$ cat src/sv/reliable_window_sender_unit_macros.svh
// assertion macros for the reliable window sender
// used by reliable_window_sender_unit only; expects clk_i and rst_ni in scope
`ifndef RELIABLE_WINDOW_SENDER_UNIT_MACROS_SVH
`define RELIABLE_WINDOW_SENDER_UNIT_MACROS_SVH

// condition that must hold at every clock edge out of reset
`define RWS_ASSERT_ALWAYS(lbl, cond) \
  lbl: assert property (@(posedge clk_i) disable iff (!rst_ni) (cond)) \
    else $error("rws invariant violated");

// condition that must hold in the cycle after a trigger
`define RWS_ASSERT_NEXT(lbl, trig, cond) \
  lbl: assert property (@(posedge clk_i) disable iff (!rst_ni) (trig) |=> (cond)) \
    else $error("rws sequencing check failed");

`endif

$ cat src/sv/rws_pkg.sv
// shared types and constants of the reliable window sender
// no dependencies
package rws_pkg;

  localparam int unsigned POS_W     = 11;  // cell position, enough for 1024 cells
  localparam int unsigned SEQ_W     = 31;
  localparam int unsigned TIME_W    = 32;
  localparam int unsigned RTT_W     = 24;  // unsigned Q16.8
  localparam int unsigned TO_W      = 16;
  localparam int unsigned CNT_OUT_W = 7;
  localparam int unsigned MAX_POPS  = 64;

  localparam logic [RTT_W-1:0] RTT_RESET         = 24'd76800;  // 300 ms
  localparam logic [RTT_W-1:0] DEV_RESET         = 24'd25600;  // 100 ms
  localparam logic [TO_W-1:0]  TIMEOUT_RESET     = 16'd1000;
  localparam logic [TO_W-1:0]  MAX_TIMEOUT_RESET = 16'd2000;
  localparam logic [7:0]       GAIN_DEV_OLD      = 8'd179;     // 0.7 in 1/256
  localparam logic [7:0]       GAIN_DEV_NEW      = 8'd77;      // 0.3 in 1/256

  // register map, decoded on paddr bit 2
  localparam logic REG_MAX_TIMEOUT = 1'b0;

  typedef enum logic [1:0] {
    OP_SEND  = 2'd0,
    OP_RECV  = 2'd1,
    OP_TIMER = 2'd2,
    OP_RSVD  = 2'd3
  } op_e;

  typedef enum logic [2:0] {
    KIND_TX_NEW   = 3'd0,
    KIND_REFUSED  = 3'd1,
    KIND_ACKED    = 3'd2,
    KIND_LOSS     = 3'd3,
    KIND_SEND_ACK = 3'd4,
    KIND_NONE     = 3'd5
  } kind_e;

  // broadcast to every window cell
  typedef struct packed {
    logic              pop;
    logic [TIME_W-1:0] now;
    logic              send_en;
    logic [POS_W-1:0]  send_pos;
    logic              loss_en;
    logic [POS_W-1:0]  loss_cnt;
    logic              tail_a_en;
    logic [POS_W-1:0]  tail_a_pos;
    logic              tail_b_en;
    logic [POS_W-1:0]  tail_b_pos;
  } cell_ctl_t;

  // requests to the rtt estimator
  typedef struct packed {
    logic              sample_en;
    logic [TIME_W-1:0] elapsed;
    logic              loss_en;
    logic [TO_W-1:0]   to_cap;
  } rtt_ctl_t;

endpackage

$ cat src/sv/rws_cell.sv
// one window cell: send stamp and resent flag of one outstanding packet
// depends on rws_pkg
module rws_cell (
  input  logic                      clk_i,
  input  rws_pkg::cell_ctl_t        ctl_i,
  input  logic [rws_pkg::POS_W-1:0] idx_i,
  input  logic [rws_pkg::TIME_W-1:0] nb_time_i,
  input  logic                      nb_retx_i,
  output logic [rws_pkg::TIME_W-1:0] time_o,
  output logic                      retx_o
);
  import rws_pkg::*;

  logic [TIME_W-1:0] time_q, time_d;
  logic              retx_q, retx_d;
  logic              mark;

  // shift toward the head on a pop, then apply writes at new positions
  always_comb begin
    time_d = ctl_i.pop ? nb_time_i : time_q;
    retx_d = ctl_i.pop ? nb_retx_i : retx_q;
    mark   = (ctl_i.loss_en && (idx_i < ctl_i.loss_cnt)) ||
             (ctl_i.tail_a_en && (idx_i == ctl_i.tail_a_pos)) ||
             (ctl_i.tail_b_en && (idx_i == ctl_i.tail_b_pos));
    if (ctl_i.send_en && (idx_i == ctl_i.send_pos)) begin
      time_d = ctl_i.now;
      retx_d = 1'b0;
    end
    if (mark) begin
      time_d = ctl_i.now;
      retx_d = 1'b1;
    end
  end

  always_ff @(posedge clk_i) begin
    time_q <= time_d;
    retx_q <= retx_d;
  end

  assign time_o = time_q;
  assign retx_o = retx_q;

endmodule

$ cat src/sv/rws_rtt.sv
// smoothed rtt, deviation and retransmission timeout
// depends on rws_pkg
module rws_rtt (
  input  logic                      clk_i,
  input  logic                      rst_ni,
  input  rws_pkg::rtt_ctl_t         ctl_i,
  output logic [rws_pkg::RTT_W-1:0] rtt_o,
  output logic [rws_pkg::TO_W-1:0]  timeout_o
);
  import rws_pkg::*;

  logic [RTT_W-1:0] rtt_q, rtt_d, dev_q, dev_d;
  logic [TO_W-1:0]  to_q, to_d;
  logic             recalc_q, recalc_d;

  logic [15:0]      samp;
  logic [RTT_W-1:0] big, diff;
  logic [33:0]      dsum;
  logic [26:0]      rsum;
  logic [26:0]      tsum;
  logic [16:0]      dbl;

  always_comb begin
    // sample saturated to 16 bits, then into Q16.8
    samp = (|ctl_i.elapsed[31:16]) ? 16'hFFFF : ctl_i.elapsed[15:0];
    big  = {samp, 8'h00};
    diff = (big > rtt_q) ? (big - rtt_q) : (rtt_q - big);
    dsum = 34'(dev_q) * 34'(GAIN_DEV_OLD) + 34'(diff) * 34'(GAIN_DEV_NEW) + 34'd128;
    rsum = 27'(rtt_q) + 27'({rtt_q, 1'b0}) + 27'(big) + 27'd2;
    tsum = 27'({rtt_q, 1'b0}) + 27'({dev_q, 2'b00});
    dbl  = {to_q, 1'b0};

    rtt_d    = rtt_q;
    dev_d    = dev_q;
    to_d     = to_q;
    recalc_d = 1'b0;
    if (ctl_i.sample_en) begin
      dev_d    = (|dsum[33:32]) ? {RTT_W{1'b1}} : dsum[31:8];
      rtt_d    = rsum[26] ? {RTT_W{1'b1}} : rsum[25:2];
      recalc_d = 1'b1;
    end
    // timeout follows the estimate in the next cycle
    if (recalc_q) begin
      to_d = (|tsum[26:24]) ? {TO_W{1'b1}} : tsum[23:8];
    end
    if (ctl_i.loss_en) begin
      to_d = (dbl > {1'b0, ctl_i.to_cap}) ? ctl_i.to_cap : dbl[15:0];
    end
  end

  always_ff @(posedge clk_i or negedge rst_ni) begin
    if (!rst_ni) begin
      rtt_q    <= RTT_RESET;
      dev_q    <= DEV_RESET;
      to_q     <= TIMEOUT_RESET;
      recalc_q <= 1'b0;
    end else begin
      rtt_q    <= rtt_d;
      dev_q    <= dev_d;
      to_q     <= to_d;
      recalc_q <= recalc_d;
    end
  end

  assign rtt_o     = rtt_q;
  assign timeout_o = to_q;

endmodule

$ cat src/sv/reliable_window_sender_unit.sv
// Sender control of a reliable datagram link. Outstanding packets sit in a
// chain of WINDOW_DEPTH cells, head at cell 0; an ack shifts the chain by one
// cell per popped packet. An event is accepted in ST_IDLE and evaluated in
// ST_EVAL; a received ack that pops n packets (n up to 64) then passes, for
// each packet, through ST_POP_RTT for the rtt estimator and ST_POP_EMIT for
// the cell shift and window update. Output stalls hold ST_EVAL and ST_POP_EMIT.
// Each result word waits in an output register; the block takes the next
// event once the last word of the current one has been loaded there.
// depends on rws_pkg, rws_cell, rws_rtt and the macro header
module reliable_window_sender_unit #(
  parameter int unsigned WINDOW_DEPTH = 64
) (
  input  logic                        clk_i,
  input  logic                        rst_ni,
  // configuration port
  input  logic                        psel,
  input  logic                        penable,
  input  logic                        pwrite,
  input  logic [2:0]                  paddr,
  input  logic [31:0]                 pwdata,
  output logic [31:0]                 prdata,
  output logic                        pready,
  // event channel
  input  logic                        in_valid_i,
  output logic                        in_stall_o,
  input  logic [1:0]                  operation_i,
  input  logic [31:0]                 now_ms_i,
  input  logic                        is_ack_i,
  input  logic signed [31:0]          ack_number_i,
  input  logic [30:0]                 rx_sequence_i,
  // result channel
  output logic                        out_valid_o,
  input  logic                        out_stall_i,
  output logic [2:0]                  kind_o,
  output logic [30:0]                 sequence_res_o,
  output logic                        resend_a_valid_o,
  output logic [30:0]                 resend_a_seq_o,
  output logic                        resend_b_valid_o,
  output logic [30:0]                 resend_b_seq_o,
  output logic [6:0]                  retransmit_count_o,
  output logic signed [31:0]          ack_out_o,
  output logic [15:0]                 rtt_ms_o,
  output logic                        last_o
);
  import rws_pkg::*;

`include "reliable_window_sender_unit_macros.svh"

  localparam int unsigned CntW = $clog2(WINDOW_DEPTH + 1);
  localparam int unsigned WlW  = $clog2(WINDOW_DEPTH + 2);

  typedef enum logic [3:0] {
    ST_IDLE     = 4'b0001,
    ST_EVAL     = 4'b0010,
    ST_POP_RTT  = 4'b0100,
    ST_POP_EMIT = 4'b1000
  } state_e;

  state_e state_q, state_d;

  // captured event word
  op_e                op_q;
  logic [TIME_W-1:0]  now_q;
  logic               is_ack_q;
  logic signed [31:0] ack_q;
  logic [SEQ_W-1:0]   rx_q;

  // window state
  logic [SEQ_W-1:0]  head_seq_q, head_seq_d, next_seq_q, next_seq_d;
  logic [SEQ_W-1:0]  exp_q, exp_d;
  logic [CntW-1:0]   outstanding_q, outstanding_d;
  logic [WlW-1:0]    wl_q, wl_d;
  logic              avoid_q, avoid_d;
  logic [TIME_W-1:0] lit_q, lit_d;
  logic [6:0]        npop_q, npop_d;
  logic [TO_W-1:0]   max_to_q;

  // output word register
  logic               out_valid_q, out_valid_d;
  kind_e              o_kind_q, e_kind;
  logic [SEQ_W-1:0]   o_seq_q, e_seq, o_as_q, e_as, o_bs_q, e_bs;
  logic               o_av_q, e_av, o_bv_q, e_bv, o_last_q, e_last;
  logic [6:0]         o_cnt_q, e_cnt;
  logic [31:0]        o_ack_q, e_ack;
  logic [15:0]        o_rtt_q;
  logic               emit, out_free;

  // cell chain
  cell_ctl_t         cell_ctl;
  logic [TIME_W-1:0] cell_time [WINDOW_DEPTH];
  logic              cell_retx [WINDOW_DEPTH];

  rtt_ctl_t          rtt_ctl;
  logic [RTT_W-1:0]  rtt;
  logic [TO_W-1:0]   timeout;

  // helpers
  logic [TIME_W-1:0] elapsed, lit_elapsed;
  logic              head_older, lit_older, has_out, send_full, loss_go;
  logic              ack_ge_head, ack_ge_next, dup_ack, more;
  logic [WlW-1:0]    out_ext, out_n_ext, wl_half, wl_new, loss_cnt, wl_g;
  logic [SEQ_W-1:0]  hs_n, exp_n;
  logic [CntW-1:0]   out_n;

  genvar g;
  generate
    for (g = 0; g < WINDOW_DEPTH; g++) begin : g_cell
      if (g == WINDOW_DEPTH - 1) begin : g_end
        rws_cell u_cell (
          .clk_i     (clk_i),
          .ctl_i     (cell_ctl),
          .idx_i     (POS_W'(g)),
          .nb_time_i (cell_time[g]),
          .nb_retx_i (cell_retx[g]),
          .time_o    (cell_time[g]),
          .retx_o    (cell_retx[g])
        );
      end else begin : g_mid
        rws_cell u_cell (
          .clk_i     (clk_i),
          .ctl_i     (cell_ctl),
          .idx_i     (POS_W'(g)),
          .nb_time_i (cell_time[g+1]),
          .nb_retx_i (cell_retx[g+1]),
          .time_o    (cell_time[g]),
          .retx_o    (cell_retx[g])
        );
      end
    end
  endgenerate

  rws_rtt u_rtt (
    .clk_i     (clk_i),
    .rst_ni    (rst_ni),
    .ctl_i     (rtt_ctl),
    .rtt_o     (rtt),
    .timeout_o (timeout)
  );

  // ages against the smoothed rtt
  assign elapsed     = now_q - cell_time[0];
  assign lit_elapsed = now_q - lit_q;
  assign head_older  = elapsed > {16'h0000, rtt[23:8]};
  assign lit_older   = lit_elapsed > {16'h0000, rtt[23:8]};

  assign out_ext     = WlW'(outstanding_q);
  assign has_out     = outstanding_q != '0;
  assign send_full   = (out_ext >= wl_q) || (outstanding_q >= CntW'(WINDOW_DEPTH));
  assign dup_ack     = ack_q == ($signed({1'b0, head_seq_q}) - 32'sd1);
  assign ack_ge_head = ack_q >= $signed({1'b0, head_seq_q});

  assign hs_n        = head_seq_q + 1'b1;
  assign out_n       = outstanding_q - 1'b1;
  assign out_n_ext   = WlW'(out_n);
  assign ack_ge_next = ack_q >= $signed({1'b0, hs_n});
  assign wl_g        = wl_q + 1'b1;
  assign wl_half     = wl_q >> 1;
  assign wl_new      = (wl_half == '0) ? WlW'(1) : wl_half;
  assign loss_cnt    = (out_ext < wl_new) ? out_ext : wl_new;
  assign exp_n       = (rx_q == exp_q) ? (exp_q + 1'b1) : exp_q;

  assign out_free    = !out_valid_q || !out_stall_i;

  // event sequencer
  always_comb begin
    state_d       = state_q;
    head_seq_d    = head_seq_q;
    next_seq_d    = next_seq_q;
    exp_d         = exp_q;
    outstanding_d = outstanding_q;
    wl_d          = wl_q;
    avoid_d       = avoid_q;
    lit_d         = lit_q;
    npop_d        = npop_q;
    cell_ctl      = '0;
    cell_ctl.now  = now_q;
    rtt_ctl       = '0;
    rtt_ctl.elapsed = elapsed;
    rtt_ctl.to_cap  = max_to_q;
    emit    = 1'b0;
    loss_go = 1'b0;
    more    = 1'b0;
    e_kind  = KIND_NONE;
    e_seq   = '0;
    e_av    = 1'b0;
    e_as    = '0;
    e_bv    = 1'b0;
    e_bs    = '0;
    e_cnt   = '0;
    e_ack   = '0;
    e_last  = 1'b0;

    unique case (state_q)
      ST_IDLE: begin
        if (in_valid_i) state_d = ST_EVAL;
      end
      ST_EVAL: begin
        if (out_free) begin
          state_d = ST_IDLE;
          emit    = 1'b1;
          e_last  = 1'b1;
          unique case (op_q)
            OP_SEND: begin
              e_seq = next_seq_q;
              if (send_full) begin
                e_kind = KIND_REFUSED;
              end else begin
                e_kind            = KIND_TX_NEW;
                cell_ctl.send_en  = 1'b1;
                cell_ctl.send_pos = POS_W'(outstanding_q);
                outstanding_d     = outstanding_q + 1'b1;
                next_seq_d        = next_seq_q + 1'b1;
              end
            end
            OP_TIMER: begin
              loss_go = has_out && (elapsed >= {16'h0000, timeout});
            end
            OP_RECV: begin
              if (has_out && dup_ack && head_older) begin
                loss_go = 1'b1;
              end else if (has_out && ack_ge_head) begin
                emit    = 1'b0;
                state_d = ST_POP_RTT;
                npop_d  = '0;
              end else if (!is_ack_q) begin
                exp_d  = exp_n;
                e_kind = KIND_SEND_ACK;
                e_ack  = {1'b0, exp_n} - 32'd1;
              end
            end
            default: ;
          endcase
        end
      end
      ST_POP_RTT: begin
        rtt_ctl.sample_en = !cell_retx[0];
        state_d           = ST_POP_EMIT;
      end
      ST_POP_EMIT: begin
        if (out_free) begin
          emit          = 1'b1;
          e_kind        = KIND_ACKED;
          e_seq         = head_seq_q;
          cell_ctl.pop  = 1'b1;
          head_seq_d    = hs_n;
          outstanding_d = out_n;
          // tail resend at the current limit
          if (out_n_ext >= wl_q) begin
            e_av                = 1'b1;
            e_as                = hs_n + SEQ_W'(wl_q) - 1'b1;
            cell_ctl.tail_a_en  = 1'b1;
            cell_ctl.tail_a_pos = POS_W'(wl_q - 1'b1);
          end
          // window growth, then tail resend at the grown limit
          if (!avoid_q || lit_older) begin
            if (avoid_q) lit_d = now_q;
            wl_d = (wl_g > WlW'(WINDOW_DEPTH)) ? WlW'(WINDOW_DEPTH) : wl_g;
            if ((out_n_ext >= wl_g) && (wl_g <= WlW'(WINDOW_DEPTH))) begin
              e_bv                = 1'b1;
              e_bs                = hs_n + SEQ_W'(wl_q);
              cell_ctl.tail_b_en  = 1'b1;
              cell_ctl.tail_b_pos = POS_W'(wl_q);
            end
          end
          npop_d  = npop_q + 1'b1;
          more    = (out_n != '0) && (npop_d < 7'(MAX_POPS)) && ack_ge_next;
          e_last  = !more;
          state_d = more ? ST_POP_RTT : ST_IDLE;
        end
      end
      default: state_d = ST_IDLE;
    endcase

    // loss: halve window, resend from the head
    if (loss_go) begin
      e_kind           = KIND_LOSS;
      e_seq            = head_seq_q;
      e_cnt            = 7'(loss_cnt);
      wl_d             = wl_new;
      avoid_d          = 1'b1;
      lit_d            = now_q;
      rtt_ctl.loss_en  = 1'b1;
      cell_ctl.loss_en = 1'b1;
      cell_ctl.loss_cnt = POS_W'(loss_cnt);
    end

    // output word register
    out_valid_d = out_valid_q && out_stall_i;
    if (emit) out_valid_d = 1'b1;
  end

  // control state
  always_ff @(posedge clk_i or negedge rst_ni) begin
    if (!rst_ni) begin
      state_q       <= ST_IDLE;
      head_seq_q    <= '0;
      next_seq_q    <= '0;
      exp_q         <= '0;
      outstanding_q <= '0;
      wl_q          <= WlW'(1);
      avoid_q       <= 1'b0;
      lit_q         <= '0;
      npop_q        <= '0;
      max_to_q      <= MAX_TIMEOUT_RESET;
      out_valid_q   <= 1'b0;
    end else begin
      state_q       <= state_d;
      head_seq_q    <= head_seq_d;
      next_seq_q    <= next_seq_d;
      exp_q         <= exp_d;
      outstanding_q <= outstanding_d;
      wl_q          <= wl_d;
      avoid_q       <= avoid_d;
      lit_q         <= lit_d;
      npop_q        <= npop_d;
      out_valid_q   <= out_valid_d;
      if (psel && penable && pwrite && (paddr[2] == REG_MAX_TIMEOUT)) begin
        max_to_q <= pwdata[15:0];
      end
    end
  end

  // event capture and result payload
  always_ff @(posedge clk_i) begin
    if (in_valid_i && (state_q == ST_IDLE)) begin
      op_q     <= op_e'(operation_i);
      now_q    <= now_ms_i;
      is_ack_q <= is_ack_i;
      ack_q    <= ack_number_i;
      rx_q     <= rx_sequence_i;
    end
    if (emit) begin
      o_kind_q <= e_kind;
      o_seq_q  <= e_seq;
      o_av_q   <= e_av;
      o_as_q   <= e_as;
      o_bv_q   <= e_bv;
      o_bs_q   <= e_bs;
      o_cnt_q  <= e_cnt;
      o_ack_q  <= e_ack;
      o_rtt_q  <= rtt[23:8];
      o_last_q <= e_last;
    end
  end

  assign in_stall_o         = state_q != ST_IDLE;
  assign out_valid_o        = out_valid_q;
  assign kind_o             = o_kind_q;
  assign sequence_res_o     = o_seq_q;
  assign resend_a_valid_o   = o_av_q;
  assign resend_a_seq_o     = o_as_q;
  assign resend_b_valid_o   = o_bv_q;
  assign resend_b_seq_o     = o_bs_q;
  assign retransmit_count_o = o_cnt_q;
  assign ack_out_o          = o_ack_q;
  assign rtt_ms_o           = o_rtt_q;
  assign last_o             = o_last_q;

  assign pready = 1'b1;
  assign prdata = (paddr[2] == REG_MAX_TIMEOUT) ? {16'h0000, max_to_q} : 32'h0;

  // checks
  `RWS_ASSERT_ALWAYS(a_seq_span, SEQ_W'(next_seq_q - head_seq_q) == SEQ_W'(outstanding_q))
  `RWS_ASSERT_ALWAYS(a_wl_range, (wl_q != '0) && (wl_q <= WlW'(WINDOW_DEPTH)))
  `RWS_ASSERT_NEXT(a_pop_dec, (state_q == ST_POP_EMIT) && out_free, outstanding_q == CntW'($past(outstanding_q) - 1'b1))

endmodule

$ cat config.mk
export PLATFORM = sky130hd
export DESIGN_NAME = reliable_window_sender_unit
export DESIGN_NICKNAME = d
export VERILOG_FILES = /design/src/sv/rws_pkg.sv /design/src/sv/rws_cell.sv /design/src/sv/rws_rtt.sv /design/src/sv/reliable_window_sender_unit.sv
export VERILOG_INCLUDE_DIRS = /design/src /design/src/sv
export SDC_FILE = /design/constraint.sdc
export NUM_CORES = 2
export LEC_CHECK = 0
export BUFFER_PORTS_ARGS = -buffer_cell sky130_fd_sc_hd__buf_2
export CAP_MARGIN = 20
export CELL_PAD_IN_SITES_DETAIL_PLACEMENT = 0
export CELL_PAD_IN_SITES_GLOBAL_PLACEMENT = 2
export CORE_UTILIZATION = 40
export CTS_BUF_LIST = sky130_fd_sc_hd__clkbuf_4
export CTS_CLUSTER_DIAMETER = 60
export DETAILED_ROUTE_END_ITERATION = 10
export PLACE_DENSITY_LB_ADDON = 0.15
export SLEW_MARGIN = 10
export SYNTH_ARGS = -nofsm -noshare
export SYNTH_HDL_FRONTEND = slang
export SYNTH_SLANG_ARGS = --single-unit
$ cat constraint.sdc
create_clock -name clk_i -period 17.3 [get_ports clk_i]
set_input_delay 3.46 -clock clk_i [delete_from_list [all_inputs] [get_ports clk_i]]
set_output_delay 3.46 -clock clk_i [all_outputs]
set_load 0.01 [all_outputs]
After elaboration in Yosys (flattened, before gate mapping). Index checks and enable logic that the tools add are counted.

$add $sub $neg: 22. Multipliers: 2. Div/mod/pow operators: 0. $lt $le $gt $ge: 79. Equal/unequal tests: 206. Shift operators: 0. Mux-type cells: 400. Bitwise gates (word level): 8. Reduce and logical (&&, ||, !) cells: 559.

Operators by type and width (count): 2-to-1 mux 32 bit (196); equality test 6 x 11 -> 1 bit, first input constant (96); equality test 5 x 11 -> 1 bit, first input constant (48); less-than comparator 6 x 11 -> 1 bit, first input constant (32); logical AND 1 bit (268); equality test 4 x 11 -> 1 bit, first input constant (24); nonzero test 3 bit (63); less-than comparator 5 x 11 -> 1 bit, first input constant (16); 2-to-1 mux 31 bit (5); 2-to-1 mux 1 bit (146); nonzero test 2 bit (70); equality test 3 x 11 -> 1 bit, first input constant (12); logical OR 1 bit (131); 2-to-1 mux 24 bit (5); 2-to-1 mux 7 bit (15); 2-to-1 mux 12 bit (8); 2-to-1 mux 16 bit (6); adder 31 x 1 -> 31 bit, second input constant (3); less-than comparator 4 x 11 -> 1 bit, first input constant (8); equality test 2 x 11 -> 1 bit, first input constant (6); >= comparator 32 bit (2); greater-than comparator 32 x 16 -> 1 bit (2); subtractor 31 x 1 -> 32 bit, second input constant (2); subtractor 32 bit (2); 61 further kinds (110).

Register bits after elaboration: 2597. Latch bits: 0. RAM bits: 0. ROM bits: 0. Input port bits: 140. Output and inout port bits: 189. Word-level logic and storage cells: 1434. Memories: 0.

Longest topological paths before layout.
Word-level depth: 14. Mapped depth: 55. Depth with buffers taken out: 49.

By module. A second synthesis with hierarchy kept.

Cell total of the unflattened synthesis: 14439. Area, all modules: 182005.8 sq um.

By module, submodules not included: rws_cell at g_cell[36].g_mid.u_cell ... (instances 35, cells an instance 156, area each 2169.6 sq um, sequential area each 980.9 sq um); rws_cell at g_cell[0].g_mid.u_cell ... (instances 29, cells an instance 155, area each 2189.6 sq um, sequential area each 980.9 sq um); reliable_window_sender_unit (instances 1, cells an instance 2967, area each 28626.2 sq um, sequential area each 11781.3 sq um); rws_rtt (instances 1, cells an instance 1517, area each 13945.9 sq um, sequential area each 1642.8 sq um).

Worst setup path after synthesis. OpenSTA, ideal clock, no wires.

Path type: register to register. Start: reg now_q[0]. End: reg u_rtt.dev_q[11]. Library setup time: 137 ps. Data arrival time: 13465 ps. Required time: 17163 ps. Path slack: 3698 ps. Cell stages (with the launch flop): 54. Buffers on the path: 7. Clock period less this slack: 13602 ps. Cells stage by stage: edfxtp_1 > inv_1 > ha_1 > inv_1 > fa_1 > a211oi_2 > o21ai_1 > a2111oi_4 > nor4_1 > nor3_2 > xnor2_1 > or4_4 > nor4_4 > clkbuf_1 > nand2b_1 > ha_1 > clkbuf_1 > a21o_1 > (+18 left out) > inv_1 > fa_1 > inv_1 > ha_1 > and2_1 > o21ai_0 > o21ai_0 > a31o_1 > buf_2 > o31a_1 > or3_1 > nor4_1 > and3_1 > nand4_1 > mux2_2 > nor2_1 > clkbuf_1 > a21oi_1.

Word-level cells in the longest chain between the ends: 10. Elaborated cells on any way between the ends: 12. Those cells by class: 5 x add/sub; 1 x mul; 1 x order compare; 3 x mux; 2 x reduce/logical.

RTL lines: from (decl) (RTL line reliable_window_sender_unit.sv:63) `logic [TIME_W-1:0] now_q;`; from (signal assigned) (RTL line reliable_window_sender_unit.sv:327) `now_q <= now_ms_i;`; subtractor 32 bit (*) (RTL line reliable_window_sender_unit.sv:141) `assign elapsed = now_q - cell_time[0];`; OR reduction 16 bit (RTL line rws_rtt.sv:25) `samp = (|ctl_i.elapsed[31:16]) ? 16'hFFFF : ctl_i.elapsed[15:0];`; 2-to-1 mux 16 bit (*) (RTL line rws_rtt.sv:25); subtractor 24 bit / greater-than comparator 24 bit (equally long branches) (RTL line rws_rtt.sv:27) `diff = (big > rtt_q) ? (big - rtt_q) : (rtt_q - big);`; 2-to-1 mux 24 bit (*) (RTL line rws_rtt.sv:27); multiplier 24 x 7 -> 31 bit (*) (RTL line rws_rtt.sv:28) `dsum = 34'(dev_q) * 34'(GAIN_DEV_OLD) + 34'(diff) * 34'(GAIN_DEV_NEW) + 34'd128;`; adder 32 x 31 -> 33 bit (*) (RTL line rws_rtt.sv:28); adder 34 x 8 -> 34 bit (*) (RTL line rws_rtt.sv:28); OR reduction 2 bit (RTL line rws_rtt.sv:38) `dev_d = (|dsum[33:32]) ? {RTT_W{1'b1}} : dsum[31:8];`; 2-to-1 mux 24 bit (*) (RTL line rws_rtt.sv:38); to (signal assigned) (RTL line rws_rtt.sv:59) `dev_q <= dev_d;`; to (decl) (RTL line rws_rtt.sv:12) `logic [RTT_W-1:0] rtt_q, rtt_d, dev_q, dev_d;`.

Every way passes the cells marked *; elsewhere a longest branch is shown, timed or not. A chain may end at the register's enable or synchronous reset.

Final worst setup path.
Start: reg now_q[0]. End: reg u_rtt.dev_q[15].

The elaborated chain is that of the path after synthesis.

==> results.txt <==
----------------------------------------------------
[Worst setup path]
  Category of the most critical setup path ... reg -> reg
  Crit-path slowest cell ... nor4_4
  Critical Path Sink Type ... flop
  Delay of the slowest critical-path stage ... 0.62 ns
  Launching element type of the critical path ... flop
  Critical Path Stages ... 51
  Worst reg2reg path endpoint ... u_rtt.dev_q[15]
  Critical Path Most Common Cell ... fa_1
  Highest net fanout along the worst path ... 21
  Largest delay share family, worst path ... compound AO/OA/AOI/OAI gates
  Worst r2r path cells ... 51
  CP Data Arrival Time ... 16.79 ns
  FF-to-FF setup slack ... 1.92 ns
  Sum of buffers and inverters on the critical path ... 6
  Required time of the critical path ... 18.71 ns
  Worst r2r src ... now_q[0]

[Min path]
  Cell depth of the worst hold path ... 2
  WHS Endpoint ... g_cell[63].g_end.u_cell.retx_o
  Tightest Hold Check Type ... reg -> reg
  Launch point of the worst hold path ... g_cell[63].g_end.u_cell.retx_o

[Logic synthesis]
  Number of enable-type register cells in the synthesized netlist ... 2,300
  Yosys synthesis warning count ... 0
  Share of the synthesized area in compound gates (AO/OA/AOI/OAI) ... 5.858%
  Most numerous cell in the Yosys netlist ... edfxtp_1
  Synth Area in XOR/XNOR ... 2.920%
  Largest area contributor in the synthesized netlist ... edfxtp_1
  Top cell types by occurrence after synthesis ... 2,300 x edfxtp_1, 1,996 x mux2_2, 534 x nor2_1
  Sequential cell area fraction in the yosys report ... 56.33%
  Synthesized instance count ... 9,968
  Async S/R FF share, synth ... 8.972%
  Number of storage elements in the synthesis netlist ... 2,597
  Multiplexer area fraction after synthesis ... 17.88%
  Adder and majority cell fraction of the synthesized area ... 6.848%
  Main combinational cell family by area after synthesis ... multiplexers
  Simple logic cell fraction of the synthesized area ... 6.608%
  Top flip-flop cell by instance count after synthesis ... edfxtp_1
  Top cell type's share of synthesized area ... 51.06%
  Mean instance size in the synthesized netlist ... 13.57 sq um
  Synth Cell Area ... 135,300 sq um
  Number of distinct library cell variants in the gate-level netlist after synthesis ... 112
  Ranking of synthesized cells by area ... edfxtp_1 51%, mux2_2 17%, ha_1 4.5%

[Clock network]
  CTS Root Buffer Type ... clkbuf_4
  Hold Buf Count CTS ... 0
  CTS tree ... built
  CTS sink count ... 2,597
  Clock latency on the worst-skew pair ... 1.60 ns
  Number of clock buffers inserted by TritonCTS ... 714
  Clock buffer depth ... 4
  Clock edge transition at the registers on the reported setup and hold paths ... 0.07 ns
  Number of setup buffers added after CTS ... 0
  Gates resized, CTS repair ... 0
  H-Tree Level Count ... 6

[Place]
  Gp weighted congestion ... 0.8735
  Hpwl dp ... 253,000 um
  Setup slack after placement ... 1.916 ns
  Number of buffer cells added on primary ports ... 293

[Route]
  Overall routed net length ... 381,900 um
  Number of design rule violations left after detail routing ... 0
  Detail-routed net length per standard cell ... 24.45 um
  Uppermost signal routing layer after detailed routing ... met5
  Vias ... 84,145
  DRC marker count from the first detailed-route iteration ... 5,168
  Sum of met2 wire segment lengths after detailed routing ... 179,400 um
  Met3 layer wire length in the routed design ... 20,960 um
  Post-route antenna net violation count ... 0
  Iteration count of the initial detailed-routing pass ... 6
  Via density per instance ... 5.387
  Met1 wire length ... 172,300 um

[Pwr]
  Largest voltage drop on the vdd net ... 0.5137 mV
  Switching share of power ... 36.97%
  Leakage Power ... 56.58 nW
  Net switching power figure ... 7.790 mW
  Power per cell area ... 139.5 nW/um^2
  Clock power share ... 27.4%
  Design internal power ... 13.28 mW
  Share of total power in combinational logic ... 38.6%
  Sequential share of power ... 34.0%

[GRT]
  Number of antenna violations at the first check in global routing ... 27
  Number of global-route vias before repair ... 87,341
  Global-route total usage across every layer ... 22.14%
  Maximum number of pins on one net before global-route repair ... 143
  Global-route wire length before repair ... 571,900 um
  Final global-route overflow total ... 0

[Timing]
  Final critical-path setup slack ... 1.916 ns
  Final Slew Violations ... 0
  Hold Vio Cnt, Final ... 0
  Final clock skew ... 0.1654 ns
  Final critical-path required period ... 15.38 ns
  Setup TNS after final layout ... 0 ns
  Final number of setup-violating endpoints ... 0
  Highest attainable clock frequency ... 65.00 MHz
  Part of the cycle the worst path needs ... 88.93%
  Hold_ws ... 0.4664 ns
  Transition time at the pin with the least slew margin ... 1.201 ns
  Unrepaired setup endpoints after global routing ... false
  Normalized max-slew margin ... 19.65%

[Floorplan]
  Row Count ... 213
  Core area ... 336,600 sq um
  Floorplan die height ... 583.5 um
  Die Span X ... 583.5 um
  Die area ... 340,500 sq um
  Top-level I/O count ... 329
  Starting density of the core ... 40.19%

[Layout]
  Fraction of layout instances using a drive strength above 1 ... 35.08%
  Area added between synthesis and finish ... 11.65%
  Count of nets after finishing ... 11,327

[Run]
  Count of maximum capacitance violations ... 0

[Outcome]
  Status ... finished, final reports clean

----------------------------------------------------
## per-layer routing
| layer | vias up | global-route usage (%) |
|---|---|---|
| li1 | 38639 | - |
| met1 | 42687 | 30.17 |
| met2 | 2252 | 36.15 |
| met3 | 545 | 3.962 |
| met4 | 22 | 6.183 |
| met5 | - | 0 |
## layout by cell type, fill, tap and decap left out, types with 64 or more instances in the layout
master / count
edfxtp_1: 2300
mux2_2: 1996
clkbuf_4: 1108
nor2_1: 529
ha_1: 486
inv_1: 479
nand2_1: 412
a21oi_1: 311
xnor2_1: 301
buf_2: 293
o21ai_0: 261
buf_4: 215
dfrtp_1: 212
nand3_1: 160
fa_1: 159
xor2_1: 150
nor3_1: 138
a21o_1: 105
clkinv_1: 89
nand4_1: 76
mux2i_1: 70
dfxtp_1: 64
## worst max path at each step
stage	startpoint	end	slack [ns]
2_1_floorplan	now_q[0]	u_rtt.dev_q[11]	3.70
3_3_place_gp	now_q[0]	u_rtt.dev_q[1]	1.89
3_5_place_dp	now_q[0]	u_rtt.dev_q[0]	1.92
4_1_cts	now_q[0]	u_rtt.dev_q[15]	1.88
5_1_grt	now_q[0]	u_rtt.dev_q[12]	0.82
6_report	now_q[0]	u_rtt.dev_q[15]	1.92
## worst reg2reg max path: cells and delay by family, from the launching register on
kind / cells / cell delay [ns]
buffers and inverters: 6 / 1.08
adder cells (fa/ha/maj): 10 / 4.27
flip-flops: 1 / 0.40
XOR/XNOR: 2 / 0.60
AND/OR/NAND/NOR: 13 / 3.51
multiplexers: 1 / 0.29
AO/OA/AOI/OAI: 19 / 5.12
## state kept, by name, indices dropped and copies added, names as in the netlist, 31 cells and up
register                    cells
g_cell.g_mid.u_cell.time_o   2016
head_seq_q                     31
resend_b_seq_o                 31
ack_out_o                      32
ack_q                          32
g_cell.g_mid.u_cell.retx_o     63
g_cell.g_end.u_cell.time_o     32
exp_q                          31
rx_q                           31
next_seq_q                     31
lit_q                          32
sequence_res_o                 31
now_q                          32
resend_a_seq_o                 31
## power groups by stage
stage | clock, mW | sequential, mW | combinational [mW]
after global placement | 0 | 7.30 | 8.20
after global routing | 6.29 | 7.19 | 9.15
after detailed placement | 0 | 7.30 | 8.20
after CTS | 5.98 | 7.17 | 8.25
final | 5.77 | 7.17 | 8.14
after floorplan | 0 | 7.23 | 6.15
## cell families (layout without fill, tap and decap cells)
family / Yosys count / after routing
buffers and inverters: 1153 / 2258
other: 2 / 35
xor gates and xnor gates: 451 / 451
AOI/OAI and AO/OA: 1164 / 1164
and+or+nand+nor: 1810 / 1810
adders and majority gates: 645 / 645
muxes: 2146 / 2146
DFF: 2597 / 2597
## metrics by stage
stage	utilization (%)	instances	power (mW)	area [sq um]
after floorplan	-	9984	13.38	135300
after global placement	42.06	14338	15.50	141600
after detailed placement	42.07	14340	15.50	141600
after CTS	44.86	15603	21.41	151000
after global routing	44.86	15606	22.63	151000
final	44.87	15621	21.07	151000
## area by class of cell
type	instances	area, sq um
antenna	17	42.54
clock buffer	1108	8318
clock inverter	155	1071
fill	30653	185600
inverter	482	1809
multi-input combinational	6234	54770
sequential	2597	76200
tap	4515	5649
timing repair buffer	513	3166
(Power assumes the default switching activity.)
